File: config.mk
export PLATFORM = sky130hd
export DESIGN_NAME = ucb_log
export DESIGN_NICKNAME = d
export VERILOG_FILES = /design/src/rtl/assert_macros.svh /design/src/rtl/ucb_pkg.sv /design/src/rtl/ucb_log.sv
export SDC_FILE = /design/constraint.sdc
export NUM_CORES = 2
export LEC_CHECK = 0
export BUFFER_PORTS_ARGS = -buffer_cell sky130_fd_sc_hd__buf_4
export CAP_MARGIN = 10
export CORE_MARGIN = 5
export CORE_UTILIZATION = 55
export DETAILED_ROUTE_END_ITERATION = 10
export GPL_ROUTABILITY_DRIVEN = 0
export PLACE_DENSITY = 0.76
export SYNTH_ARGS = -nofsm -noshare
export SYNTH_HDL_FRONTEND = slang
export SYNTH_SLANG_ARGS = --single-unit
File: constraint.sdc
create_clock -name clk -period 7.3 [get_ports clk]
set_input_delay 1.46 -clock clk [delete_from_list [all_inputs] [get_ports clk]]
set_output_delay 1.46 -clock clk [all_outputs]
set_load 0.01 [all_outputs]
File: src/rtl/assert_macros.svh
// assertion macros used by the selector top level
`ifndef ASSERT_MACROS_SVH
`define ASSERT_MACROS_SVH
`ifndef ASSERT_OFF
`define UCB_ASSERT(lbl, clk, rst, prop, msg) \
  lbl: assert property (@(posedge clk) disable iff (rst) prop) else $error(msg);
`define UCB_ASSERT_ALWAYS(lbl, clk, prop, msg) \
  lbl: assert property (@(posedge clk) prop) else $error(msg);
`else
`define UCB_ASSERT(lbl, clk, rst, prop, msg)
`define UCB_ASSERT_ALWAYS(lbl, clk, prop, msg)
`endif
`endif

File: src/rtl/ucb_pkg.sv
// constants shared by the ucb1 arm selector
package ucb_pkg;
  localparam int ARM_COUNT_MAX = 16;
  localparam int ARM_W   = $clog2(ARM_COUNT_MAX);
  localparam int CFG_W   = 5;
  localparam int CMD_W   = 2;
  localparam int REW_W   = 16;
  localparam int DRAW_W  = 16;
  localparam int SUM_W   = 48;
  localparam int CNT_W   = 32;
  localparam int DIV_W   = 64;
  localparam int FRAC_W  = 16;
  localparam int LN_W    = 21;
  localparam int LG_W    = 21;
  localparam int RAD_W   = 40;
  localparam int ROOT_W  = RAD_W / 2;
  localparam int SCORE_W = 64;
  localparam logic [31:0] LN2_Q32 = 32'd2977044472;

  localparam logic [CMD_W-1:0] CMD_UPDATE = 2'd0;
  localparam logic [CMD_W-1:0] CMD_SELECT = 2'd1;
  localparam logic [CMD_W-1:0] CMD_CLEAR  = 2'd2;
endpackage

File: src/rtl/ucb_log.sv
// natural log in q16: serial normalize, 16 squaring steps, scale by ln 2
module ucb_log (
  input  logic                       clk,
  input  logic                       rst,
  input  logic                       start,
  input  logic [ucb_pkg::CNT_W-1:0]  x,
  output logic                       done,
  output logic [ucb_pkg::LN_W-1:0]   ln
);
  localparam logic [2:0] L_IDLE = 3'd0;
  localparam logic [2:0] L_NORM = 3'd1;
  localparam logic [2:0] L_SQ   = 3'd2;
  localparam logic [2:0] L_CHK  = 3'd3;
  localparam logic [2:0] L_MUL  = 3'd4;
  localparam logic [2:0] L_OUT  = 3'd5;
  localparam int P_W = $clog2(ucb_pkg::CNT_W);
  localparam int I_W = $clog2(ucb_pkg::FRAC_W);

  logic [2:0]                 state;
  logic [ucb_pkg::CNT_W-1:0]  norm;
  logic [P_W-1:0]             p;
  logic [I_W-1:0]             bitpos;
  logic [ucb_pkg::LG_W-1:0]   lg;
  logic [61:0]                sq;
  logic [52:0]                prod;
  logic [31:0]                t;

  // mantissa squared, back to q30
  assign t = sq[61:30];

  always_ff @(posedge clk) begin
    if (rst) begin
      state <= L_IDLE;
      done  <= 1'b0;
    end else begin
      done <= 1'b0;
      unique case (state)
        L_IDLE: if (start) begin
          if (x == '0) begin
            ln    <= '0;
            done  <= 1'b1;
          end else begin
            norm  <= x;
            p     <= P_W'(ucb_pkg::CNT_W - 1);
            state <= L_NORM;
          end
        end
        L_NORM: begin
          if (norm[ucb_pkg::CNT_W-1]) begin
            lg     <= {p, ucb_pkg::FRAC_W'(0)};
            norm   <= {1'b0, norm[ucb_pkg::CNT_W-1:1]};
            bitpos <= I_W'(ucb_pkg::FRAC_W - 1);
            state  <= L_SQ;
          end else begin
            norm <= {norm[ucb_pkg::CNT_W-2:0], 1'b0};
            p    <= p - P_W'(1);
          end
        end
        L_SQ: begin
          sq    <= norm[30:0] * norm[30:0];
          state <= L_CHK;
        end
        L_CHK: begin
          if (t[31]) begin
            norm       <= {1'b0, t[31:1]};
            lg[bitpos] <= 1'b1;
          end else begin
            norm <= t;
          end
          bitpos <= bitpos - I_W'(1);
          state  <= (bitpos == '0) ? L_MUL : L_SQ;
        end
        L_MUL: begin
          prod  <= lg * ucb_pkg::LN2_Q32;
          state <= L_OUT;
        end
        L_OUT: begin
          ln    <= prod[32 +: ucb_pkg::LN_W];
          done  <= 1'b1;
          state <= L_IDLE;
        end
        default: state <= L_IDLE;
      endcase
    end
  end
endmodule

=== Word level (Yosys, flattened, before mapping) ===
Index checks and enable logic that the tools add are counted.

* Register bits: 199
* Input bits: 35
* Output and inout port bits: 22

* Add/subtract/negate cells: 2
* Multiply operators: 2
* Order comparisons: 2
* Eq/ne operators: 11
* Muxes and demuxes: 27
* Bitwise gates (word level): 2
* Reduce and logical (&&, ||, !) cells: 16

{| class="wikitable"
|+ Operators by type and width
! cell !! number
|-
| $mux W32 || 3
|-
| $pmux W32 S3 || 1
|-
| $mux W21 || 4
|-
| $pmux W21 S2 || 2
|-
| $mul A31 B31 Y62 || 1
|-
| $mul A21 B29 Y50 const B || 1
|-
| $logic_not A32 Y1 || 1
|-
| $mux W31 || 1
|-
| $or A21 B16 Y21 || 1
|-
| $mux W5 || 3
|-
| $pmux W3 S5 || 1
|-
| $mux W3 || 4
|-
| $ne A2 B2 Y1 const B || 6
|-
| $reduce_and A4 Y1 || 3
|-
| $pmux W5 S2 || 1
|-
| $pmux W4 S2 || 1
|-
| $eq A3 B2 Y1 const B || 2
|-
| $eq A3 B3 Y1 const B || 2
|-
| $lt A4 B6 Y1 const B || 1
|-
| $reduce_and A3 Y1 || 2
|-
| $reduce_bool A2 Y1 || 3
|-
| $reduce_and A5 Y1 || 1
|-
| $sub A5 B1 Y5 const B || 1
|-
| $demux W1 S4 || 1
|-
| 12 further kinds || 15
|}

=== Longest topological paths before layout ===
* Depth after elaboration: 7
* Gate-level depth with buffers: 30

=== Worst setup path before layout ===
Ideal clock, no wire load.

* Kind: reg2reg
* Start: register norm[4] (netlist name)
* End: register sq[49], data pin
* Library setup time: 262 ps
* Arrival time: 7460 ps
* Slack: -423 ps
* Stages on the path, launching flop included: 29
* Path buffers: 2
* Path through: edfxtp_1 > clkbuf_1 > clkbuf_1 > nand2_1 > fa_1 > inv_1 > fa_1 > fa_1 > inv_1 > fa_1 > inv_1 > fa_1 > fa_1 > fa_1 > inv_1 > fa_1 > inv_1 > ha_1 > a21o_1 > a21o_1 > a21oi_1 > nor2_1 > a211oi_1 > nand2_2 > a21oi_1 > o21bai_1 > a311o_1 > o31ai_1 > a21oi_1

* Word-level cells in the longest chain between the ends: 1

{| class="wikitable"
|+ Ends and longest elaborated chain
! item !! RTL line !! text
|-
| start: declaration || ucb_log.sv:20 || <nowiki>logic [ucb_pkg::CNT_W-1:0] norm;</nowiki>
|-
| start signal: assignment || ucb_log.sv:51 || <nowiki>norm <= {1'b0, norm[ucb_pkg::CNT_W-1:1]};</nowiki>
|-
| start signal: assignment || ucb_log.sv:55 || <nowiki>norm <= {norm[ucb_pkg::CNT_W-2:0], 1'b0};</nowiki>
|-
| start signal: assignment || ucb_log.sv:65 || <nowiki>norm <= {1'b0, t[31:1]};</nowiki>
|-
| $mul A31 B31 Y62 || ucb_log.sv:60 || <nowiki>sq <= norm[30:0] * norm[30:0];</nowiki>
|-
| end signal: assignment || ucb_log.sv:60 ||
|-
| end: declaration || ucb_log.sv:24 || <nowiki>logic [61:0] sq;</nowiki>
|}

Every way passes these cells.
A chain may end at the register's enable or synchronous reset.

=== Worst setup path in the final report ===
* Start: register norm[12] (netlist name)
* End: register sq[49], data pin

Same word-level chain as after synthesis.

==> flow_metrics.py <==
metrics = {
    "synth": {
        "synth.area.mux_share_pct": 1.508,
        "ys_types": 60,
        "synth-edff-count": 136,
        "synth_top_area_share_pct": 45.73,
        "synth-xor-area-share_pct": 1.756,
        "synth_ff_type": "edfxtp_1",
        "ys_seq_area_share_pct": 9.940,
        "ys_seq_elements": 140,
        "synth.area.top_cells": "fa_1 46%, ha_1 15%, inv_1 11%",
        "yosysTopAreaCell": "fa_1",
        "synth_top_family_by_area": "adder cells",
        "synth_cells": 4188,
        "synthAdderAreaFrac_pct": 61.09,
        "synth_simple_gate_area_share_pct": 8.560,
        "async_reset_ff_share_pct": 0,
        "avgSynthCellArea_um2": 10.00,
        "syn_nets": 5694,
        "synth_compound_area_share_pct": 4.713,
        "netlist_area_um2": 41890,
        "yosys_warnings": 0,
    },
    "sta": {
        "hold_viol": 0,
        "fin_crit_sh_pct": 106.4,
        "finalCriticalPeriod_ns": 7.770,
        "tightest_slew_ns": 1.021,
        "relSlewSlack_pct": 31.91,
        "fmax_ghz": 0.1287,
        "grt_setup_unrepaired": "yes",
        "setup_slack_ns": -0.4698,
        "skew_ns": 0.02051,
        "setup_viol": 23,
        "setup_tns_ns": -6.233,
        "slew_viol_final": 0,
    },
    "grt": {
        "antenna_found_initial": 1,
        "grt_overflow": 0,
        "grt_first_pass_wirelength_mm": 173.6,
        "grt_max_degree": 50,
        "grt_pass1_vias": 33323,
        "track_usage_pct": 27.09,
    },
    "clock_tree": {
        "cts_hold_buf": 0,
        "insertion_delay_ns": 0.48,
        "cts.sinks": 140,
        "htree_levels": 4,
        "clk_pin_slew_ns": 0.07,
        "cts_tree": "yes",
        "cts_buffers": 17,
        "cts.path.max_buffers": 2,
        "cts-root-buf": "clkbuf_16",
    },
    "die": {
        "die-area_um2": 81780,
        "die_y_um": 286.0,
        "die_x_um": 286.0,
        "ioPinCount": 57,
        "core_um2": 75700,
        "start_util_pct": 55.34,
        "rows": 101,
    },
    "min_path": {
        "worstHoldEndpoint": "ln[18]$_SDFFCE_PN0P_",
        "min_path_cells": 1,
        "hold_start": "prod[50]$_DFFE_PP_",
        "hold_class": "reg2reg",
    },
    "placed_design": {
        "placed_area_um2": 46640,
        "hpwl_mm": 91.88,
        "numPortBuffers": 56,
    },
    "route": {
        "num_vias": 30314,
        "antenna_left": 0,
        "route.detailed.drc": 0,
        "wire_per_inst_um": 19.43,
        "drt_wl_total_mm": 109.7,
        "detail_route.iter0.violations": 2083,
        "firstDrtPassIters": 5,
        "vias_per_cell": 5.368,
    },
    "setup_path": {
        "crit_path_frequent_cell": "fa_1",
        "worstPathArrival_ns": 7.99,
        "path_class": "reg2reg",
        "r2r_cells": 29,
        "end_kind": "flop",
        "rr_endpoint": "sq[49]$_DFFE_PP_",
        "r2r_start": "norm[12]$_DFFE_PP_",
        "cp_slowest_cell": "fa_2",
        "r2r_setup_slack_ns": -0.47,
        "crit_fanout": 8,
        "critical_path_required_ns": 7.52,
        "startpoint_type": "flop",
        "critical_path.max_stage_delay_ns": 0.59,
    },
    "layout": {
        "drive_above_1_share_pct": 18.02,
        "area_growth_pct": 17.14,
        "nNetsFinal": 6161,
        "fillerInstances": 5543,
        "multi_input_area_um2": 33540,
        "final_area_um2": 49070,
        "regArea_um2": 4164,
        "fin_util_pct": 64.83,
    },
    "outcome": {
        "violations": "negative setup slack",
        "status": "finished with violations",
    },
    "job": {
        "maxCapViolCount": 0,
    },
}
cells in the final DEF (no fill, tap or decap), types with 62 or more instances in the layout:
master    count
nand2_1     323
ha_1        485
inv_1      1226
mux2i_1      62
buf_4       518
nor2_1       69
fa_1        905
and2_1      196
a21oi_1      85
edfxtp_1    136
repair_timing:
item,CTS,global route
gates resized for setup,131,167
pin swaps,55,80
gates cloned,1,3
setup buffers,41,36
endpoints found under the setup margin,29,36
flip-flops by register name (all words and copies together) (netlist names):
name    count
bitpos      4
ln         21
norm       32
sq         32
state       3
lg         21
done        1
p           5
prod       21
final cells by class:
type | instances | area share, %
inverters | 1255 | 9.625
clock inverters | 14 | 0.3927
diodes | 1 | 0.005099
well taps | 978 | 2.494
multi-input cells | 2661 | 68.35
clock buffers | 18 | 0.8746
repair buffers | 580 | 9.778
flip-flops and latches | 140 | 8.485
worst max path at each step:
stage,end,slack (ns),from,depth (start not counted)
2_1_floorplan,sq[49]$_DFFE_PP_,-0.05,norm[8]$_DFFE_PP_,28
3_3_place_gp,sq[60]$_DFFE_PP_,-0.57,norm[6]$_DFFE_PP_,30
3_5_place_dp,sq[60]$_DFFE_PP_,-0.66,norm[6]$_DFFE_PP_,30
4_1_cts,sq[58]$_DFFE_PP_,-0.29,norm[18]$_DFFE_PP_,27
5_1_grt,sq[49]$_DFFE_PP_,-0.74,norm[6]$_DFFE_PP_,27
6_report,sq[49]$_DFFE_PP_,-0.47,norm[12]$_DFFE_PP_,29
synthesized netlist by cell type (38+ instances only):
cell type / instances
nand2_1: 337
clkbuf_1: 123
edfxtp_1: 136
a21oi_1: 102
o21ai_0: 38
mux2i_1: 62
xnor2_1: 53
nor2_1: 81
and2_1: 214
ha_1: 514
a21o_1: 48
inv_1: 1254
fa_1: 957
kinds of logic after synthesis:
family,count (synthesis)
adder cells (fa/ha/maj),1471
flip-flops,140
AO/OA/AOI/OAI,300
multiplexers,63
buffers and inverters,1387
XOR/XNOR,84
AND/OR/NAND/NOR,743
per-layer routing:
| metal | part of all wire [%] | wire (µm) | track usage [%] | vias up |
|---|---|---|---|---|
| met5 | 0.069 | 76 | 0.7143 | - |
| met4 | 3.6 | 3971 | 8.435 | 2 |
| met3 | 9.6 | 10530 | 7.721 | 282 |
| met2 | 48 | 52970 | 44.64 | 1254 |
| met1 | 38 | 42200 | 34.97 | 15309 |
| li1 | - | - | - | 13467 |
worst max-delay path, delay by kind of cell (launching register included):
family	cells	cell delay (ns)
compound gates	7	1.27
fa+ha+maj	9	4.09
buf+inv	8	0.91
flops	1	0.58
simple gates	5	0.65
metrics by stage:
stage,hold WS (ns),worst slack [ns],instances
4_1_cts,0.5158,-0.2927,5609
3_5_place_dp,0.5014,-0.6595,5537
5_1_grt,0.5281,-0.7413,5646
6_report,0.5140,-0.4698,5647
2_1_floorplan,0.4967,-0.04886,4188
3_3_place_gp,0.5030,-0.5702,5537
Power is not shown: default switching activity piles up to over one toggle a cycle in this logic, so the estimate is an artifact.
