[src/rtl/assert_macros.svh]
// assertion macros used by the selector top level
`ifndef ASSERT_MACROS_SVH
`define ASSERT_MACROS_SVH
`ifndef ASSERT_OFF
`define UCB_ASSERT(lbl, clk, rst, prop, msg) \
  lbl: assert property (@(posedge clk) disable iff (rst) prop) else $error(msg);
`define UCB_ASSERT_ALWAYS(lbl, clk, prop, msg) \
  lbl: assert property (@(posedge clk) prop) else $error(msg);
`else
`define UCB_ASSERT(lbl, clk, rst, prop, msg)
`define UCB_ASSERT_ALWAYS(lbl, clk, prop, msg)
`endif
`endif

[src/rtl/ucb_pkg.sv]
// constants shared by the ucb1 arm selector
package ucb_pkg;
  localparam int ARM_COUNT_MAX = 16;
  localparam int ARM_W   = $clog2(ARM_COUNT_MAX);
  localparam int CFG_W   = 5;
  localparam int CMD_W   = 2;
  localparam int REW_W   = 16;
  localparam int DRAW_W  = 16;
  localparam int SUM_W   = 48;
  localparam int CNT_W   = 32;
  localparam int DIV_W   = 64;
  localparam int FRAC_W  = 16;
  localparam int LN_W    = 21;
  localparam int LG_W    = 21;
  localparam int RAD_W   = 40;
  localparam int ROOT_W  = RAD_W / 2;
  localparam int SCORE_W = 64;
  localparam logic [31:0] LN2_Q32 = 32'd2977044472;

  localparam logic [CMD_W-1:0] CMD_UPDATE = 2'd0;
  localparam logic [CMD_W-1:0] CMD_SELECT = 2'd1;
  localparam logic [CMD_W-1:0] CMD_CLEAR  = 2'd2;
endpackage

[src/rtl/ucb_sqrt.sv]
// digit-by-digit integer square root, two radicand bits per cycle
module ucb_sqrt (
  input  logic                         clk,
  input  logic                         rst,
  input  logic                         start,
  input  logic [ucb_pkg::RAD_W-1:0]    rad,
  output logic                         done,
  output logic [ucb_pkg::ROOT_W-1:0]   root
);
  localparam int STEP_W = $clog2(ucb_pkg::ROOT_W + 1);
  localparam int REM_W  = ucb_pkg::ROOT_W + 2;

  logic [ucb_pkg::RAD_W-1:0] v;
  logic [REM_W-1:0]          rem;
  logic [STEP_W-1:0]         steps;
  logic                      busy;
  logic [REM_W+1:0]          remsh;
  logic [REM_W+1:0]          trial;
  logic                      fits;

  assign remsh = {rem, v[ucb_pkg::RAD_W-1 -: 2]};
  assign trial = {2'b00, root, 2'b01};
  assign fits  = remsh >= trial;

  always_ff @(posedge clk) begin
    if (rst) begin
      busy  <= 1'b0;
      done  <= 1'b0;
      steps <= '0;
    end else begin
      done <= busy && (steps == STEP_W'(1));
      if (start) begin
        busy  <= 1'b1;
        steps <= STEP_W'(ucb_pkg::ROOT_W);
      end else if (busy) begin
        steps <= steps - STEP_W'(1);
        if (steps == STEP_W'(1)) busy <= 1'b0;
      end
    end
  end

  always_ff @(posedge clk) begin
    if (start) begin
      v    <= rad;
      rem  <= '0;
      root <= '0;
    end else if (busy) begin
      v    <= {v[ucb_pkg::RAD_W-3:0], 2'b00};
      rem  <= fits ? REM_W'(remsh - trial) : remsh[REM_W-1:0];
      root <= {root[ucb_pkg::ROOT_W-2:0], fits};
    end
  end
endmodule

[config.mk]
export PLATFORM = sky130hd
export DESIGN_NAME = ucb_sqrt
export DESIGN_NICKNAME = d
export VERILOG_FILES = /design/src/rtl/assert_macros.svh /design/src/rtl/ucb_pkg.sv /design/src/rtl/ucb_sqrt.sv
export SDC_FILE = /design/constraint.sdc
export NUM_CORES = 1
export LEC_CHECK = 0
export BUFFER_PORTS_ARGS = -buffer_cell sky130_fd_sc_hd__buf_2
export CORE_ASPECT_RATIO = 0.7
export CORE_MARGIN = 4
export CORE_UTILIZATION = 58
export DETAILED_ROUTE_END_ITERATION = 6
export PLACE_DENSITY = 0.8
export SKIP_LAST_GASP = 1
export SYNTH_ARGS = -nofsm -noshare
export SYNTH_HDL_FRONTEND = slang
export SYNTH_SLANG_ARGS = --single-unit
[constraint.sdc]
create_clock -name clk -period 2.5 [get_ports clk]
set_clock_uncertainty 0.1 [all_clocks]
set_input_delay 0.125 -clock clk [delete_from_list [all_inputs] [get_ports clk]]
set_output_delay 0.125 -clock clk [all_outputs]
set_load 0.1 [all_outputs]
## After elaboration in Yosys (flattened, before gate mapping)

Cells that the tools add are included.

| word-level totals | value |
|---|---|
| register bits | 89 |
| input port bits | 43 |
| output and inout bits | 21 |
| word-level logic and storage cells | 22 |

| cells by class | value |
|---|---|
| $add $sub $neg | 2 |
| magnitude comparators | 1 |
| equal/unequal tests | 1 |
| multiplexer cells | 8 |
| reduce and logical (&&, ||, !) cells | 3 |

Operators with widths:

| kind | count |
|---|---|
| 40-bit 2-to-1 mux | 2 |
| 24-bit by 22-bit >= comparator with 1-bit output | 1 |
| 22-bit 2-to-1 mux | 1 |
| 22-bit subtractor | 1 |
| 5-bit 2-to-1 mux | 2 |
| 5-bit by 1-bit equality test with 1-bit output (second input constant) | 1 |
| 5-bit by 1-bit subtractor with 5-bit output (second input constant) | 1 |
| 1-bit 2-to-1 mux | 3 |
| 2-bit nonzero test | 1 |
| 2-bit OR reduction | 1 |
| 1-bit logical AND | 1 |

## Depth between registers and ports, before layout

Gate-level depths: netlist of the first run.

| depth | value |
|---|---|
| depth in word-level cells | 4 |
| mapped depth | 11 |
| mapped depth without buffers | 9 |

## Least setup slack after synthesis of the first run

OpenSTA, ideal clock, no wires.

| path | value |
|---|---|
| path type | register to register |
| from | register root[9] (netlist name) |
| to | register rem[1] |
| library setup time | 117 ps |
| data arrival time | 2736 ps |
| required time | 2283 ps |
| path slack | -453 ps |
| stages on the path, launching flop included | 12 |
| buffers on the path | 2 |
| period minus slack after synthesis | 2953 ps |
| cell sequence | dfxtp_1 > inv_1 > ha_1 > buf_4 > a21oi_1 > o21ai_0 > a311oi_2 > a31oi_4 > buf_6 > nor2_1 > a21oi_1 > a22o_1 |

| between the ends | value |
|---|---|
| cells in the longest elaborated chain, start to end | 2 |

Ends and longest elaborated chain:

| element | line | RTL |
|---|---|---|
| start, declared | ucb_sqrt.sv:8 | `output logic [ucb_pkg::ROOT_W-1:0] root` |
| start signal, assigned | ucb_sqrt.sv:50 | `root <= {root[ucb_pkg::ROOT_W-2:0], fits};` |
| 24-bit by 22-bit >= comparator with 1-bit output | ucb_sqrt.sv:23 | `assign fits = remsh >= trial;` |
| 22-bit 2-to-1 mux | ucb_sqrt.sv:49 | `rem <= fits ? REM_W'(remsh - trial) : remsh[REM_W-1:0];` |
| end signal, assigned | ucb_sqrt.sv:49 |  |
| end, declared | ucb_sqrt.sv:14 | `logic [REM_W-1:0] rem;` |

Every way passes these cells.
A chain may end at the register's enable or synchronous reset.

## Worst setup path after layout of the first run

| path | value |
|---|---|
| from | register root[3] (netlist name) |
| to | register rem[21] |

| between the ends | value |
|---|---|
| cells in the longest elaborated chain, start to end | 2 |
| elaborated cells on any way between the ends | 3 |
| classes of those cells | add/sub: 1; order compare: 1; mux: 1 |

Ends and longest elaborated chain:

| element | line |
|---|---|
| 22-bit subtractor / 24-bit by 22-bit >= comparator with 1-bit output (equally long branches) | ucb_sqrt.sv:49, ucb_sqrt.sv:23 |
| 22-bit 2-to-1 mux * | ucb_sqrt.sv:49 |

Mark *: on every way between the ends. The rest lies on a longest branch, timed or not.

==> flow_summary.ini, run 1 <==
[outcome]
status = finished, final reports clean

[worst_setup_path]
critPathSlowestCell = dfxtp_4
path_class = flip-flop to flip-flop
cp_num_buf_inv = 2
crit_fanout = 7
cp_data_required_time_ps = 2660
crit_path_end_kind = flip-flop
path_cells = inv_1 > ha_4 > nand4_1 > a211oi_2 > o21ai_2 > a31oi_4 > buf_6 > nand2_1 > o221ai_1
critPathTopFamily = compound AO/OA/AOI/OAI gates
start_kind = flip-flop
arrival_ps = 2610
cp_slowest_stage_delay_ps = 350

[floorplanning]
chipWidth_um = 115.7
io_pins = 64
fp.dieArea_um2 = 9644
dieHeight_um = 83.37
start_util = 0.5980
core_area_um2 = 7871
row_count = 27

[global_route]
busiest_layer = met2
grt_use_total = 0.2423
use_met2 = 0.3955
grt_start_max_net_pins = 41
grt_pass1_vias = 3757
antenna_found_initial = 0
gr-usage-met3 = 0.05098
grt_pass1_wl_um = 18430
grt-ovfl-total = 0
grt_util_met1 = 0.3252

[synthesis]
synth-main-ff-cell = dfxtp_1
avgSynthCellArea_um2 = 10.32
synth_commonest_cells = 49 x dfxtp_1, 47 x nor2_1, 40 x edfxtp_1, 38 x mux2_2, 31 x nand2_1
yosysWarnings = 0
synthesis.area_um2 = 4707
yosysTopAreaCell = edfxtp_1
yosysSeqAreaShare = 0.4636
synth_seq_cells = 89
synth.most_common_cell = dfxtp_1
async_flop_share = 0
syn_inst = 456
synthTopCellsByArea = edfxtp_1 26%, dfxtp_1 21%, mux2_2 9.1%, ha_1 6.4%, mux2i_1 5.5%
ys_types = 50
synth_fp_nets = 523
synth_edf_count = 40
synth_top_area_share = 0.2552

[clock_network]
clkSinkCount = 89
root_buffer = clkbuf_16
cts_tree = built
cts_buffer_depth = 2
cts_htree_levels = 3
cts_buffers = 9
cts.clk_slew.worst_paths_ps = 60
clock_latency_ps = 340

[route]
wirelength_um = 11430
antenna_left = 0
drt-vias-per-instance = 5.692
vias = 3899
wl_per_cell_um = 16.68
drt_iter0_markers = 237
dr.pass1.iters = 5
drc = 0

[layout]
stdcell_area_um2 = 6155
antenna_cells_inserted = 0
synthToLayoutAreaGrowth_pct = 30.75
nNetsFinal = 646
layoutNonFillerInstCount = 685
fill_cells = 496
drive_above_1_share = 0.3288

[power_and_ir_drop]
power.switching_w = 0.003571
power.share.switching = 0.4226
ir_drop_v = 0.0008831
p_int_w = 0.004880
pwr-share-seq = 0.232
clkPwrFrac = 0.145
total_power_w = 0.008451
cellLeakagePower_nw = 2.506
comb_power_share = 0.622
p_per_area_nw_per_um2 = 1373

[sta]
worst_slack_ps = 47.93
rsz0062_at_grt = true
setup_violations = 0
slew_violations = 0
min_period_ps = 2452
finalCritPeriodShare = 0.9808
worst_pin_slew_ps = 494.5
max-slew-margin-rel = 0.6726
hold_violations = 0
fmax_mhz = 407.8

[placement]
port_buffers = 63
preCtsSetupSlack_ps = -4.326
dp_hpwl_um = 7475
gp_congestion = 0.9435
placed_cells_incl_taps = 628
place_area_um2 = 5335

[run]
maxCapViolations = 0

[hold_path]
hold_class = input pin to flip-flop
-- through the flow --
stage,utilization,hold slack (ps),setup TNS (ps)
after CTS,0.7581,5.287,0
after global routing,0.7819,2.788,-680.5
after floorplan,-,97.38,-9.062
final,0.7819,8.222,0
after global placement,0.6778,276.2,0
after detailed placement,0.6778,297.1,-4.326
-- cell type report --
| class | count | area, um2 | area share |
|---|---|---|---|
| clock buffers | 11 | 232.7 | 0.03781 |
| flip-flops and latches | 89 | 2248 | 0.3653 |
| well taps | 101 | 126.4 | 0.02053 |
| inverters | 31 | 118.9 | 0.01931 |
| multi-input cells | 318 | 2464 | 0.4003 |
| repair buffers | 130 | 932.1 | 0.1515 |
| clock inverters | 5 | 32.53 | 0.005286 |
-- registers in the layout, summed over array words and instances (netlist names) --
| signal | cells |
|---|---|
| busy | 1 |
| done | 1 |
| rem | 22 |
| root | 20 |
| steps | 5 |
| v | 40 |
-- layout by cell type (no fill, tap or decap), drive strengths merged, types with 19 or more instances in the layout --
cell / instances
a21oi: 19
buf: 94
dfxtp: 49
dlygate4sd3: 36
edfxtp: 40
ha: 24
inv: 31
mux2: 38
mux2i: 26
nand2: 31
nor2: 47
o21ai: 21
-- cell families (layout without fill, tap and decap cells) --
group	count (synthesis)	count (layout)	synth area share
XOR/XNOR	23	23	0.04280
flip-flops	89	89	0.4636
adder cells (fa/ha/maj)	24	24	0.06380
buffers and inverters	49	177	0.04333
AND/OR/NAND/NOR	121	121	0.1167
AO/OA/AOI/OAI	86	86	0.1236
multiplexers	64	64	0.1462
-- layer usage --
layer | share of wire | vias to the layer above
li1 | - | 1915
met5 | 0 | -
met3 | 0.059 | 16
met4 | 0.018 | 0
met1 | 0.44 | 1839
met2 | 0.48 | 129
-- worst paths after layout --
| path | startpoint | end | slack [ps] | cells after the start |
|---|---|---|---|---|
| worst max-delay path | root[3]$_SDFFE_PP0P_ | rem[21]$_SDFFE_PP0P_ | 50 | 9 |
| worst min-delay path | rad[33] | v[33]$_DFFE_PP_ | 8 | 2 |
| worst max register to register | root[3]$_SDFFE_PP0P_ | rem[21]$_SDFFE_PP0P_ | 50 | 9 |
| worst min register to register | rem[20]$_SDFFE_PP0P_ | rem[20]$_SDFFE_PP0P_ | 390 | 2 |
-- worst reg2reg max path, cell delays in order, from the launching register on --
cell	delay, ps
dfxtp_4	350
inv_1	60
ha_4	290
nand4_1	200
a211oi_2	340
o21ai_2	150
a31oi_4	330
buf_6	180
nand2_1	130
o221ai_1	240
-- power groups by stage --
stage	sequential, W	clock, W	combinational (W)
3_5_place_dp	0.00196	0	0.00444
5_1_grt	0.00198	0.00132	0.00570
2_1_floorplan	0.00197	0	0.00331
4_1_cts	0.00194	0.00123	0.00454
3_3_place_gp	0.00196	0	0.00431
6_report	0.00196	0.00123	0.00526
-- repair_timing --
| item | 4_1_cts | 5_1_grt |
|---|---|---|
| setup endpoints to repair | 2 | 21 |
| endpoints found under the hold margin | 42 | 0 |
| hold buffers | 36 | 0 |
| buffers inserted | 0 | 4 |
| gates resized for setup | 1 | 32 |
| cloned | 0 | 1 |
| pin swaps | 0 | 9 |
Note: power is estimated with default switching activity, not from simulation.
==> run 2, diff against run 1 <==
ABC_AREA = 1   (was default)
CORE_UTILIZATION = 59   (was 58)
PLACE_DENSITY = 0.81   (was 0.8)
==> flow_summary.ini, run 2 <==
[outcome]
status = finished, final reports clean

[clock_network]
cts_htree_levels = 3
root_buffer = clkbuf_16
hold_buffers = 41
cts_tree = built
cts_buffers = 9
post_cts_buffers = 0
cts_buffer_depth = 2
cts_resized = 0
cts.clk_slew.worst_paths_ps = 70
clock_latency_ps = 340
clkSinkCount = 89

[synthesis]
synthAdderAreaFrac = 0.05807
yosysWarnings = 0
synth_top_family_by_area = simple AND/OR/NAND/NOR gates
synth_compound_area_frac = 0.06896
synth_mux_area_frac = 0
synth_commonest_cells = 290 x nand2_1, 106 x inv_1, 72 x nor2_1, 49 x dfxtp_1, 40 x edfxtp_1
avgSynthCellArea_um2 = 6.960
yosysSeqAreaShare = 0.4220
syn_inst = 743
synth_edf_count = 40
synth_xor_area_frac = 0.01355
synthSimpleGateAreaFrac = 0.3378
synth_top_area_share = 0.2323
synth-main-ff-cell = dfxtp_1
synthesis.area_um2 = 5171
yosysTopAreaCell = edfxtp_1
synthTopCellsByArea = edfxtp_1 23%, nand2_1 21%, dfxtp_1 19%, inv_1 7.7%, ha_1 5.8%
async_flop_share = 0
ys_types = 36
synth.most_common_cell = nand2_1
synth_seq_cells = 89
synth_fp_nets = 810

[route]
drt-vias-per-instance = 5.144
drc = 0
wl_met1_um = 6296
wl_per_cell_um = 13.94
antenna_left = 0
top_layer_used = met4
vias = 5000
wl_met3_um = 927
wirelength_um = 13550
wl_met2_um = 6104
drt_iter0_markers = 419
dr.pass1.iters = 5

[floorplanning]
dieHeight_um = 86.33
chipWidth_um = 119.9
io_pins = 64
row_count = 28
start_util = 0.6099
fp.dieArea_um2 = 10350
core_area_um2 = 8478

[layout]
nNetsFinal = 914
final_common_cell = nand2_1
largest_reg_flops = 40
antenna_cells_inserted = 0
synthToLayoutAreaGrowth_pct = 23.18
drive_above_1_share = 0.1502
reg.largest.list = v (40), rem (22), root (20)
final_cell_mix = 290 x nand2_1, 105 x inv_1, 72 x nor2_1
largest_register = v

[hold_path]
hold_depth = 3
min_to = v[33]$_DFFE_PP_
hold_class = input pin to flip-flop
worstHoldStart = rad[33]

[power_and_ir_drop]
p_per_area_nw_per_um2 = 1425
total_power_w = 0.009076
ir_drop_v = 0.001290
cellLeakagePower_nw = 3.278

[global_route]
grt_use_total = 0.2698
grt-ovfl-total = 0
grt_pass1_wl_um = 22180
grt_pass1_vias = 4647
antenna_found_initial = 0
grt_start_max_net_pins = 62

[sta]
setup_violations = 0
hold_violations = 0
slew_violations = 0
setup_tns_ps = 0
min_period_ps = 2278
fmax_mhz = 438.9
worst_slack_ps = 221.6
max-slew-margin-rel = 0.4981
rsz0062_at_grt = false
worst_pin_slew_ps = 752.8
finalCritPeriodShare = 0.9114

[placement]
port_buffers = 63
preCtsSetupSlack_ps = 271.7
dp_hpwl_um = 9310
gp_congestion = 0.9492

[worst_setup_path]
r2r_slack_ps = 220
reg2reg_depth = 14
start_kind = flip-flop
path_class = flip-flop to flip-flop
path_common_cell = nand2_1
crit_path_end_kind = flip-flop
regToRegStartpoint = root[7]$_SDFFE_PP0P_
cp_data_required_time_ps = 2630
crit_fanout = 13
arrival_ps = 2410
cp_slowest_stage_delay_ps = 390
r2r_end = rem[18]$_SDFFE_PP0P_
critPathSlowestCell = ha_1
path_cells = inv_1 > ha_1 > nand2_1 > nor2_4 > nand2_2 > nor2_1 > nand2_1 > nand4_2 > buf_4 > nor2_4 > nand2_1 > nand2_1 > nor2_1 > nor2_1

[run]
maxCapViolations = 0
run 2: changes by cell type after synthesis, sizes merged, moves of 26 or more:
cell,delta
mux2,-38
nand3,+32
nor2,+30
inv,+79
nand2,+266
mux2i,-26
run 2: cells by family (layout without fill, tap and decap cells):
group	after synthesis	after routing
and+or+nand+nor	428	428
xor gates and xnor gates	8	8
AOI/OAI and AO/OA	62	62
adders and majority gates	24	24
buffers and inverters	132	241
DFF	89	89
run 2: worst max-delay path by stage:
stage	startpoint	end	slack [ps]	cells past startpoint
6_report	root[7]$_SDFFE_PP0P_	rem[18]$_SDFFE_PP0P_	220	14
5_1_grt	root[13]$_SDFFE_PP0P_	rem[7]$_SDFFE_PP0P_	30	13
4_1_cts	root[7]$_SDFFE_PP0P_	rem[18]$_SDFFE_PP0P_	260	14
3_5_place_dp	root[7]$_SDFFE_PP0P_	rem[18]$_SDFFE_PP0P_	270	14
3_3_place_gp	root[7]$_SDFFE_PP0P_	rem[18]$_SDFFE_PP0P_	300	13
2_1_floorplan	busy$_SDFF_PP0_	v[0]$_SDFFCE_PN0P_	4	4
run 2: layout make-up:
cell class                 instances  area [um2]
clock inverter                     6       71.32
inverter                         111       416.7
clock buffer                      10       250.2
timing repair buffer             114       800.8
fill                             680        2108
sequential                        89        2207
multi-input combinational        522        2474
tap                              120       150.1
run 2: worst max-delay path: cells and delay by family (launching register included):
family                   cells  cell delay, ps
AND/OR/NAND/NOR             11            1060
buffers and inverters        2             280
adder cells (fa/ha/maj)      1             390
flip-flops                   1             330
run 2: layer usage:
| layer | vias up | GRT usage |
|---|---|---|
| met3 | 19 | 0.04958 |
| met4 | 0 | 0.07380 |
| li1 | 2539 | - |
| met1 | 2271 | 0.3842 |
| met5 | - | 0 |
| met2 | 171 | 0.4267 |
run 2: power by group:
| part | internal (W) | switching (W) | leakage (nW) |
|---|---|---|---|
| Sequential | 0.00177 | 0.000158 | 0.821 |
| Combinational | 0.00192 | 0.00378 | 2.30 |
| Clock | 0.000846 | 0.000600 | 0.156 |
| Total | 0.00454 | 0.00454 | 3.28 |
run 2: through the flow:
step | util | cell area [um2] | std cells | hold WS (ps)
6_report | 0.7513 | 6370 | 972 | 2.044
5_1_grt | 0.7513 | 6370 | 972 | 32.98
4_1_cts | 0.7513 | 6370 | 972 | 0.1105
3_5_place_dp | 0.6650 | 5638 | 915 | 248.3
3_3_place_gp | 0.6650 | 5638 | 915 | 248.8
2_1_floorplan | - | 5196 | 743 | 94.07
