[src/rtl/assert_macros.svh]
// assertion macros used by the selector top level
`ifndef ASSERT_MACROS_SVH
`define ASSERT_MACROS_SVH
`ifndef ASSERT_OFF
`define UCB_ASSERT(lbl, clk, rst, prop, msg) \
  lbl: assert property (@(posedge clk) disable iff (rst) prop) else $error(msg);
`define UCB_ASSERT_ALWAYS(lbl, clk, prop, msg) \
  lbl: assert property (@(posedge clk) prop) else $error(msg);
`else
`define UCB_ASSERT(lbl, clk, rst, prop, msg)
`define UCB_ASSERT_ALWAYS(lbl, clk, prop, msg)
`endif
`endif

[src/rtl/ucb_pkg.sv]
// constants shared by the ucb1 arm selector
package ucb_pkg;
  localparam int ARM_COUNT_MAX = 16;
  localparam int ARM_W   = $clog2(ARM_COUNT_MAX);
  localparam int CFG_W   = 5;
  localparam int CMD_W   = 2;
  localparam int REW_W   = 16;
  localparam int DRAW_W  = 16;
  localparam int SUM_W   = 48;
  localparam int CNT_W   = 32;
  localparam int DIV_W   = 64;
  localparam int FRAC_W  = 16;
  localparam int LN_W    = 21;
  localparam int LG_W    = 21;
  localparam int RAD_W   = 40;
  localparam int ROOT_W  = RAD_W / 2;
  localparam int SCORE_W = 64;
  localparam logic [31:0] LN2_Q32 = 32'd2977044472;

  localparam logic [CMD_W-1:0] CMD_UPDATE = 2'd0;
  localparam logic [CMD_W-1:0] CMD_SELECT = 2'd1;
  localparam logic [CMD_W-1:0] CMD_CLEAR  = 2'd2;
endpackage

[src/rtl/ucb_div.sv]
// bit-serial restoring divider, one quotient bit per cycle
module ucb_div (
  input  logic                        clk,
  input  logic                        rst,
  input  logic                        start,
  input  logic [ucb_pkg::DIV_W-1:0]   dividend,
  input  logic [ucb_pkg::CNT_W-1:0]   divisor,
  output logic                        done,
  output logic [ucb_pkg::DIV_W-1:0]   quo,
  output logic [ucb_pkg::CNT_W-1:0]   rem
);
  localparam int STEP_W = $clog2(ucb_pkg::DIV_W + 1);

  logic [ucb_pkg::CNT_W-1:0] dvs;
  logic [STEP_W-1:0]         steps;
  logic                      busy;
  logic [ucb_pkg::CNT_W:0]   shifted;
  logic                      fits;

  assign shifted = {rem, quo[ucb_pkg::DIV_W-1]};
  assign fits    = shifted >= {1'b0, dvs};

  always_ff @(posedge clk) begin
    if (rst) begin
      busy  <= 1'b0;
      done  <= 1'b0;
      steps <= '0;
    end else begin
      done <= busy && (steps == STEP_W'(1));
      if (start) begin
        busy  <= 1'b1;
        steps <= STEP_W'(ucb_pkg::DIV_W);
      end else if (busy) begin
        steps <= steps - STEP_W'(1);
        if (steps == STEP_W'(1)) busy <= 1'b0;
      end
    end
  end

  always_ff @(posedge clk) begin
    if (start) begin
      quo <= dividend;
      rem <= '0;
      dvs <= divisor;
    end else if (busy) begin
      rem <= fits ? ucb_pkg::CNT_W'(shifted - {1'b0, dvs}) : shifted[ucb_pkg::CNT_W-1:0];
      quo <= {quo[ucb_pkg::DIV_W-2:0], fits};
    end
  end
endmodule

[config.mk]
export PLATFORM = sky130hd
export DESIGN_NAME = ucb_div
export DESIGN_NICKNAME = d
export VERILOG_FILES = /design/src/rtl/assert_macros.svh /design/src/rtl/ucb_pkg.sv /design/src/rtl/ucb_div.sv
export SDC_FILE = /design/constraint.sdc
export NUM_CORES = 1
export LEC_CHECK = 0
export ABC_AREA = 1
export BUFFER_PORTS_ARGS = -buffer_cell sky130_fd_sc_hd__buf_2
export CAP_MARGIN = 10
export CORE_ASPECT_RATIO = 1.25
export CORE_MARGIN = 2
export CORE_UTILIZATION = 49
export DETAILED_ROUTE_END_ITERATION = 8
export PLACE_DENSITY = 0.77
export SYNTH_ARGS = -nofsm -noshare
export SYNTH_HDL_FRONTEND = slang
export SYNTH_SLANG_ARGS = --single-unit
[constraint.sdc]
create_clock -name clk -period 2.8 [get_ports clk]
set_input_delay 0.42 -clock clk [delete_from_list [all_inputs] [get_ports clk]]
set_output_delay 0.42 -clock clk [all_outputs]
set_load 0.03 [all_outputs]
Yosys cells after proc, flatten, opt, wreduce, memory -nomap -nowiden

Cells that the tools add are included.

Flip-flop bits (word level): 137
Output and inout bits: 97
Word-level logic and storage cells: 22

Equal/unequal tests: 1
Muxes and demuxes: 8
Add/subtract/negate cells: 2
Reductions and logical operators: 3
Magnitude comparators: 1

Operators by type and width:

| cell                | number |
|---|---|
| $mux 64             | 2 |
| $ge 33x32->1        | 1 |
| $mux 32             | 1 |
| $sub 32x32->32      | 1 |
| $mux 7              | 2 |
| $eq 7x1->1 const B  | 1 |
| $sub 7x1->7 const B | 1 |
| $mux 1              | 3 |
| $reduce_bool 2->1   | 1 |
| $reduce_or 2->1     | 1 |
| $logic_and 1x1->1   | 1 |

Depth between registers and ports, before layout

Gate-level depths: netlist of run 1.

Depth in word-level cells: 4
Depth in mapped cells: 17
Gate-level depth less buffers: 16

Worst setup path after synthesis of run 1

Ideal clock, no wire load.

Path kind: input -> register
Start point: input start
End point: register quo[0] (netlist bit) (enable)
Data required time: 2.346 ns
Stages: 3
Buffers on the path: 1
Slack: -0.167 ns
Data arrival time: 2.513 ns
Cells stage by stage: nor2_1 -> inv_1 -> clkbuf_1

Longest elaborated chain between the ends: 1

RTL lines:

| element                     | RTL line      | source |
|---|---|---|
| from (decl)                 | ucb_div.sv:5  | `input logic start,` |
| $reduce_bool 2->1 (no line) | -             |  |
| to (signal assigned)        | ucb_div.sv:42 | `quo <= dividend;` |
| to (signal assigned)        | ucb_div.sv:47 | `quo <= {quo[ucb_pkg::DIV_W-2:0], fits};` |
| to (decl)                   | ucb_div.sv:9  | `output logic [ucb_pkg::DIV_W-1:0] quo,` |

Every way passes these cells.
A chain may end at the register's enable or synchronous reset.

Worst setup path in the final report of run 1

Start point: register dvs[5] (netlist bit)
End point: register rem[0] (netlist bit)

Longest elaborated chain between the ends: 2

RTL lines:

| element                | RTL line      | source |
|---|---|---|
| from (decl)            | ucb_div.sv:14 | `logic [ucb_pkg::CNT_W-1:0] dvs;` |
| from (signal assigned) | ucb_div.sv:44 | `dvs <= divisor;` |
| $ge 33x32->1           | ucb_div.sv:21 | `assign fits = shifted >= {1'b0, dvs};` |
| $mux 32                | ucb_div.sv:46 | `rem <= fits ? ucb_pkg::CNT_W'(shifted - {1'b0, dvs}) : shifted[ucb_pkg::CNT_W-1:0];` |
| to (signal assigned)   | ucb_div.sv:46 |  |
| to (decl)              | ucb_div.sv:10 | `output logic [ucb_pkg::CNT_W-1:0] rem` |

Every way passes these cells.

==> results.yml, run 1 <==
sta:
  drv_slew: 0
  relSlewSlack_pct: 54.1
  period_share_pct: 88.0
  fin_skew_ns: 0.0104
  setup_tns_ns: 0
  hold_viol: 0
  fmax_mhz: 406
  rsz0062_at_grt: "false"
  worst_slew_pin_slew_ns: 0.689
  fin_crit_ns: 2.46
  finalSetupViolations: 0
logic_synthesis:
  ys_warn_count: 0
  synth_seq_cells: 137
  synth_xor_xnor_area_share_pct: 1.70
  ys.flop_type: "edfxtp_1"
  synth_top_area_share_pct: 34.9
  synth.distinct_cells: 37
  synthAdderAreaFrac_pct: 5.39
  yosys-top-cells-count: "nand2_1, inv_1, edfxtp_1, nand3_1, nor2_1"
  syn_inst: 1129
  synthSimpleGateAreaFrac_pct: 34.5
  syn_area_per_cell_um2: 7.32
  syn_area_um2: 8260
  synth_edf_count: 96
  synth_top_cell_by_area: "edfxtp_1"
  synth_seq_area_share_pct: 44.8
  netlist_top_cells_area: "edfxtp_1, nand2_1, dfxtp_1"
  synth_most_common_cell: "nand2_1"
  synth_compound_area_share_pct: 3.44
  synth.net_count: 1263
  synth_top_family_by_area: "simple AND/OR/NAND/NOR gates"
  muxShareOfSynthArea_pct: 0
  synth-async-reset-ratio_pct: 0
die:
  die_x_um: 120
  start_util_pct: 49.6
  std_cell_rows: 53
  core_area_um2: 16600
  fp.dieH_um: 149
  boundaryPins: 196
  die-area_um2: 17900
setup_path:
  cp_max_fo: 32
  start_kind: "register"
  path_class: "reg2reg"
  worstSetupEndpointType: "register"
  arrival_ns: 2.76
  rr_worst_depth: 13
  crit_required_ns: 3.10
final_layout:
  multi_input_area_um2: 3730
  area_growth_pct: 21.3
  utilization_pct: 60.2
  drive_gt1_share_pct: 19.7
  fillers: 1611
  fin_cells: 1557
  nNetsFinal: 1458
  antenna_cells: 0
  seqCellArea_um2: 3700
pwr:
  power.leakage_nw: 5.48
  total_power_mw: 5.38
  vdd_ir_drop_max_mv: 0.384
  cellPowerDensity_nw_per_um2: 537
grt:
  antenna_found_initial: 0
  gr-usage-all-layers_pct: 25.0
  grt_pass1_wl_um: 35100
  grt_pass1_vias: 7279
  overflow: 0
  grt_max_degree: 77
cts:
  cts-root-buf: "clkbuf_16"
  cts_setup_buffers: 0
  cts_max_level: 4
  cts_hold_buf: 0
  path_clk_slew_ns: 0.07
  cts-resized-gates: 0
  clkLatencyLatePin_ns: 0.43
  cts_tree: "yes"
  cts_buffer_depth: 2
  cts_sinks: 137
  cts_buffers: 17
drt:
  post_drt_wl_per_cell_um: 14.2
  drc_errors: 0
  first_pass_iters: 5
  ant_nets: 0
  wl_um: 22100
  drt_iter0_drc: 502
  num_vias: 7586
  vias_per_cell: 4.87
hold_path:
  min_path_cells: 1
  worstHoldPathType: "in2reg"
place:
  dp_cells: 1525
  gp_congestion: 0.953
  port_buffers: 195
  post-dp-hpwl_um: 16900
status:
  status: "finished, final reports clean"
run:
  drv_cap: 0
## per-layer routing
metal  part of all wire (%)  wire length [um]  vias to the layer above  global-route usage, %
met5                      0                 0                        -                      0
met4                    2.6               575                        0                   9.00
met3                    6.5              1440                       28                   6.35
met2                     51             11300                      227                   45.4
met1                     40              8770                     3423                   28.2
li1                       -                 -                     3908                      -
## logic make-up after synthesis
| group | Yosys count |
|---|---|
| AO/OA/AOI/OAI | 52 |
| XOR/XNOR | 16 |
| adder cells (fa/ha/maj) | 35 |
| buffers and inverters | 211 |
| flip-flops | 137 |
| AND/OR/NAND/NOR | 678 |
## critical path, cell delays in order, from the launching register on
cell      delay (ns)
edfxtp_1        0.33
inv_1           0.05
ha_1            0.35
nand2_1         0.13
nor2_2          0.18
nand3_1         0.12
nand3_2         0.15
nand2_1         0.10
nand2_2         0.10
nand2_4         0.17
nand2_4         0.39
nand2_1         0.09
nand3_1         0.09
o21ai_0         0.08
## path summary, 6_finish.rpt
kind | start | to | slack [ns]
worst max-delay path | dvs[5]$_DFFE_PP_ | rem[0]$_SDFFE_PP0P_ | 0.34
worst min-delay path | divisor[27] | dvs[27]$_DFFE_PP_ | 0.17
worst max register to register | dvs[5]$_DFFE_PP_ | rem[0]$_SDFFE_PP0P_ | 0.34
worst min register to register | steps[6]$_SDFFE_PP0P_ | steps[6]$_SDFFE_PP0P_ | 0.46
## flip-flops by register name (all words and copies together) (netlist names)
register and flops:
busy 1, done 1, dvs 32, quo 64, rem 32, steps 7
## stage by stage
step | instance area, um^2 | hold slack [ns] | setup WS (ns)
finish | 10000 | 0.165 | 0.336
global route | 10000 | 0.152 | 0.0902
CTS | 10000 | 0.158 | 0.339
detailed placement | 9470 | 0.453 | 0.366
global placement | 9470 | 0.452 | 0.401
floorplan | 8260 | 0.433 | 0.676
## placed cells by master (no fill, tap or decap), types with 8 or more instances in the layout
cell and instances:
nand2_1 499, buf_2 194, inv_1 179, edfxtp_1 96, nand3_1 78, nor2_1 41
dfxtp_1 41, ha_1 34, a21oi_1 26, clkbuf_16 17, nand3b_1 14, xnor2_1 13
o21ai_1 10, buf_4 9, nand3_2 8
## where the power goes
part           total [mW]  internal (mW)  switching (mW)
clock                2.15           1.23           0.924
combinational       0.813          0.253           0.560
sequential           2.42           2.35          0.0726
## area by class of cell
cell class                 instances  share of cell area [%]
clock buffer                      19                    4.32
clock inverter                    13                    1.20
inverter                         182                    6.82
multi-input combinational        781                    37.2
sequential                       137                    37.0
tap                              220                    2.75
timing repair buffer             205                    10.8
Power figures use the tool's default switching activity.
==> inputs of run 2 (changes only) <==
--- a/config.mk
+++ b/config.mk
@@ -9,7 +9,6 @@
 export BUFFER_PORTS_ARGS = -buffer_cell sky130_fd_sc_hd__buf_2
 export CAP_MARGIN = 10
 export CORE_ASPECT_RATIO = 1.25
-export CORE_MARGIN = 2
 export CORE_UTILIZATION = 49
 export DETAILED_ROUTE_END_ITERATION = 8
 export PLACE_DENSITY = 0.77
==> results.yml, run 2 (synthesis results as in run 1) <==
drt:
  drc_errors: 0
  ant_nets: 0
  post_drt_wl_per_cell_um: 14.4
  vias_per_cell: 4.92
  first_pass_iters: 5
  drt_iter0_drc: 495
  wl_um: 22300
  num_vias: 7642
sta:
  hold_viol: 0
  fmax_mhz: 422
  relSlewSlack_pct: 57.1
  fin_crit_ns: 2.37
  worst_slew_pin_slew_ns: 0.644
  fin_skew_ns: 0.0116
  finalSetupViolations: 0
  drv_slew: 0
  rsz0062_at_grt: "false"
  setup_tns_ns: 0
  period_share_pct: 84.7
  worst_slack_ns: 0.428
grt:
  overflow: 0
  antenna_found_initial: 0
  grt_pass1_vias: 7606
  met2_usage_pct: 47.3
  grt_max_degree: 65
  use_met3_pct: 6.72
  busiest_layer: "met2"
  grt_pass1_wl_um: 36300
  gr-usage-all-layers_pct: 26.7
  met1_usage_pct: 30.1
final_layout:
  drive_gt1_share_pct: 19.9
  mostFrequentLayoutCell: "nand2_1"
  area_growth_pct: 21.2
  antenna_cells: 0
  largest_register_ffs: 64
  largest_register: "quo"
  final_cell_mix: "nand2_1, buf_2, inv_1"
  nNetsFinal: 1457
  top_regs: "quo x64, dvs x32, rem x32"
  fin_area_um2: 10000
setup_path:
  worstSetupEndpointType: "register"
  path_class: "reg2reg"
  arrival_ns: 2.67
  cp_max_fo: 32
  timing.rr.end: "rem[1]$_SDFFE_PP0P_"
  reg2reg_from: "dvs[8]$_DFFE_PP_"
  rr_worst_depth: 13
  crit_family: "simple AND/OR/NAND/NOR gates"
  start_kind: "register"
  crit_chain: "inv_1 -> ha_1 -> nand2_2 -> nor2_2 -> nand3_1 -> nand3_2 -> nand2_1 -> nand2_2 -> nand2_4 -> nand2_4 -> nand2_1 -> nand3_1 -> o21ai_0"
  path_buf_inv: 1
  cp_slowest_cell: "nand2_4"
  max_stage_delay_ns: 0.39
  reg2reg_slack_ns: 0.43
  crit_required_ns: 3.10
cts:
  cts_buffer_depth: 2
  cts_sinks: 137
  cts_max_level: 4
  cts_buffers: 17
  clkLatencyLatePin_ns: 0.43
  cts-root-buf: "clkbuf_16"
  cts-resized-gates: 0
  cts_hold_buf: 0
  cts_setup_buffers: 0
  cts_tree: "yes"
  path_clk_slew_ns: 0.06
die:
  boundaryPins: 196
  core_area_um2: 16300
  fp.dieH_um: 147
  die-area_um2: 17400
  die_x_um: 118
  std_cell_rows: 52
  start_util_pct: 50.6
pwr:
  cellPowerDensity_nw_per_um2: 539
  power.leakage_nw: 5.48
  vdd_ir_drop_max_mv: 0.414
status:
  status: "finished, final reports clean"
run:
  drv_cap: 0
hold_path:
  min_path_cells: 1
  worstHoldStart: "divisor[23]"
  hold_end: "dvs[23]$_DFFE_PP_"
  worstHoldPathType: "in2reg"
place:
  gp_congestion: 0.925
  port_buffers: 195
  dpl_worst_slack_ns: 0.430
  post_dp_cell_area_um2: 9450
  post-dp-hpwl_um: 17000
[run 2: worst reg2reg max path: stages, from the launching register on]
cell      delay [ns]
edfxtp_1        0.32
inv_1           0.04
ha_1            0.38
nand2_2         0.10
nor2_2          0.17
nand3_1         0.11
nand3_2         0.13
nand2_1         0.10
nand2_2         0.10
nand2_4         0.15
nand2_4         0.39
nand2_1         0.11
nand3_1         0.08
o21ai_0         0.07
[run 2: power breakdown]
| part | total, mW | switching [mW] | internal (mW) |
|---|---|---|---|
| clock network | 2.17 | 1.00 | 1.17 |
| logic | 0.812 | 0.560 | 0.252 |
| registers | 2.42 | 0.0768 | 2.34 |
| total | 5.40 | 1.64 | 3.76 |
[run 2: final cells by class]
type | count | area (um^2)
fillers | 1535 | 6320
multi-input cells | 781 | 3730
inverters | 182 | 683
well taps | 216 | 270
repair buffers | 204 | 1070
clock inverters | 15 | 131
clock buffers | 17 | 425
flip-flops and latches | 137 | 3700
[run 2: how the worst max path moves through the flow]
| stage | to | slack, ns | depth (start not counted) | start |
|---|---|---|---|---|
| global placement | rem[1]$_SDFFE_PP0P_ | 0.49 | 12 | rem[19]$_SDFFE_PP0P_ |
| CTS | rem[1]$_SDFFE_PP0P_ | 0.40 | 13 | dvs[8]$_DFFE_PP_ |
| detailed placement | rem[1]$_SDFFE_PP0P_ | 0.43 | 13 | dvs[8]$_DFFE_PP_ |
| finish | rem[1]$_SDFFE_PP0P_ | 0.43 | 13 | dvs[8]$_DFFE_PP_ |
| global route | rem[1]$_SDFFE_PP0P_ | 0.15 | 13 | dvs[6]$_DFFE_PP_ |
| floorplan | rem[24]$_SDFFE_PP0P_ | 0.68 | 15 | quo[63]$_DFFE_PP_ |
[run 2: per-layer routing]
layer | part of all wire, % | vias up
met2 | 50 | 273
met1 | 40 | 3412
met4 | 3.7 | 0
met5 | 0 | -
met3 | 6.6 | 44
li1 | - | 3913
[run 2: stage by stage]
stage / instances / util (%) / power, mW / hold WS, ns
after floorplan: 1129 / - / 2.99 / 0.433
after global placement: 1520 / 57.9 / 3.26 / 0.449
after detailed placement: 1520 / 57.9 / 3.28 / 0.472
after CTS: 1552 / 61.3 / 5.44 / 0.153
after global routing: 1552 / 61.3 / 5.60 / 0.154
final: 1552 / 61.3 / 5.40 / 0.168
==> inputs of run 3 (changes only) <==
--- a/config.mk
+++ b/config.mk
@@ -5,11 +5,11 @@
 export SDC_FILE = /design/constraint.sdc
 export NUM_CORES = 1
 export LEC_CHECK = 0
-export ABC_AREA = 1
+export ABC_AREA = 0
 export BUFFER_PORTS_ARGS = -buffer_cell sky130_fd_sc_hd__buf_2
 export CAP_MARGIN = 10
 export CORE_ASPECT_RATIO = 1.25
-export CORE_UTILIZATION = 49
+export CORE_UTILIZATION = 48
 export DETAILED_ROUTE_END_ITERATION = 8
 export PLACE_DENSITY = 0.77
 export SYNTH_ARGS = -nofsm -noshare
==> constraint.sdc (replaced) <==
create_clock -name clk -period 2.09 [get_ports clk]
set_input_delay 0.3135 -clock clk [delete_from_list [all_inputs] [get_ports clk]]
set_output_delay 0.3135 -clock clk [all_outputs]
set_load 0.03 [all_outputs]
==> results.yml, run 3 <==
final_layout:
  nNetsFinal: 1083
  largest_register_ffs: 64
  drive_gt1_share_pct: 55.7
  utilization_pct: 72.4
  fin_cells: 1140
  mostFrequentLayoutCell: "buf_2"
  final_cell_mix: "buf_2, buf_4, edfxtp_1"
  top_regs: "quo x64, dvs x32, rem x32"
  antenna_cells: 0
  area_growth_pct: 47.7
  largest_register: "quo"
place:
  port_buffers: 195
  gp_congestion: 0.879
  post-dp-hpwl_um: 13900
  dp_cells: 1090
pwr:
  vdd_ir_drop_max_mv: 0.577
  power.leakage_nw: 4.58
  cellPowerDensity_nw_per_um2: 773
logic_synthesis:
  synth_edf_count: 96
  yosys-top-cells-count: "edfxtp_1, mux2_2, nor2_1, a21oi_1, inv_1"
  ys.flop_type: "edfxtp_1"
  synth_top_area_share_pct: 40.8
  syn_area_um2: 7060
  synth_top_cell_by_area: "edfxtp_1"
  synth_most_common_cell: "edfxtp_1"
  ys_warn_count: 0
  synth_seq_area_share_pct: 52.4
  synth.net_count: 764
  syn_inst: 630
  synth.distinct_cells: 56
  synth_seq_cells: 137
  netlist_top_cells_area: "edfxtp_1, dfxtp_1, mux2_2"
  syn_area_per_cell_um2: 11.2
  synth-async-reset-ratio_pct: 0
sta:
  relSlewSlack_pct: 61.9
  worst_slack_ns: -0.637
  rsz0062_at_grt: "true"
  drv_slew: 0
  finalSetupViolations: 33
  period_share_pct: 130
  hold_viol: 0
  fin_crit_ns: 2.73
  fmax_mhz: 367
  fin_skew_ns: 0.00738
  setup_tns_ns: -17.73
  worst_slew_pin_slew_ns: 0.564
grt:
  antenna_found_initial: 0
  gr-usage-all-layers_pct: 25.4
  grt_pass1_wl_um: 30400
  grt_pass1_vias: 6454
  overflow: 0
  grt_max_degree: 54
drt:
  post_drt_wl_per_cell_um: 17.8
  drt_iter0_drc: 337
  drc_errors: 0
  ant_nets: 0
  num_vias: 6236
  first_pass_iters: 5
  wl_um: 20200
  vias_per_cell: 5.47
cts:
  clkLatencyLatePin_ns: 0.42
  cts-root-buf: "clkbuf_16"
  cts_max_level: 4
  path_clk_slew_ns: 0.06
  cts_buffer_depth: 2
  cts_sinks: 137
  cts_buffers: 17
  cts_tree: "yes"
setup_path:
  arrival_ns: 3.06
  path_class: "reg2reg"
  worstSetupEndpointType: "register"
  start_kind: "register"
  reg2reg_from: "dvs[11]$_DFFE_PP_"
  crit_required_ns: 2.42
  cp-startpoint: "dvs[11]$_DFFE_PP_"
  cp_max_fo: 3
status:
  violations: "setup timing"
  status: "complete, but fails checks"
hold_path:
  worstHoldStart: "divisor[29]"
  worstHoldPathType: "in2reg"
run:
  drv_cap: 0
die:
  die_x_um: 110
  die-area_um2: 15200
  fp.dieH_um: 138
  start_util_pct: 49.0
  std_cell_rows: 49
  boundaryPins: 196
  core_area_um2: 14400
## run 3: layout make-up
class	instances	area (um^2)
fill	975	3980
multi-input combinational	423	3620
timing repair buffer	325	2120
clock inverter	14	115
clock buffer	18	439
inverter	45	173
tap	178	223
sequential	137	3750
## run 3: final timing paths
check                           cells past startpoint                     to  slack [ns]
worst max-delay path                               12   rem[23]$_SDFFE_PP0P_       -0.64
worst min-delay path                                1      dvs[29]$_DFFE_PP_        0.06
worst max register to register                     12   rem[23]$_SDFFE_PP0P_       -0.64
worst min register to register                      2  steps[1]$_SDFFE_PP0P_        0.50
## run 3: kinds of logic (layout without fill, tap and decap cells)
group | after synthesis | in the layout | synth area share [%]
DFF | 137 | 137 | 52.4
muxes | 72 | 72 | 11.3
adders and majority gates | 35 | 35 | 6.31
and+or+nand+nor | 146 | 146 | 9.50
buffers and inverters | 70 | 402 | 3.91
xor gates and xnor gates | 31 | 31 | 3.84
AOI/OAI and AO/OA | 139 | 139 | 12.7
## run 3: repair_timing
item                       4_1_cts  5_1_grt
hold buffers                     0        0
setup endpoints to repair       33       33
buffers inserted                 8        8
pin swaps                       17       16
hold endpoints to repair         0        0
gates resized for setup         41       33
gates cloned                     2        2
## run 3: through the flow
step           total power [mW]  instance area, um^2  worst slack (ns)  hold slack [ns]
6_report                   8.07                10400            -0.637           0.0637
5_1_grt                    8.38                10400            -0.752           0.0486
4_1_cts                    8.02                10200            -0.564           0.0510
3_5_place_dp               5.12                 9360            -0.613            0.492
3_3_place_gp               5.06                 9360            -0.504            0.482
2_1_floorplan              4.43                 7410            -0.469            0.386
## run 3: critical path, cell delays in order, from the launching register on
cell	delay [ns]
edfxtp_1	0.32
inv_1	0.06
ha_4	0.30
a21oi_2	0.06
o21bai_1	0.24
nor2_1	0.13
a311o_1	0.44
a21oi_4	0.24
buf_4	0.16
a21o_1	0.11
a21oi_1	0.08
or3_1	0.32
a311oi_2	0.19
## run 3: per-layer routing
metal	part of all wire (%)	global-route usage [%]	wire, um
met1	36	25.5	7320
met2	53	47.9	10800
met3	6.6	7.35	1340
met4	4.0	12.7	804
met5	0	0	0
## run 3: report_power, final
| part | switching (mW) | internal, mW | leakage [nW] | total (mW) |
|---|---|---|---|---|
| Combinational | 1.10 | 0.834 | 3.02 | 1.94 |
| Clock | 1.26 | 1.57 | 0.263 | 2.83 |
| Sequential | 0.126 | 3.18 | 1.30 | 3.30 |
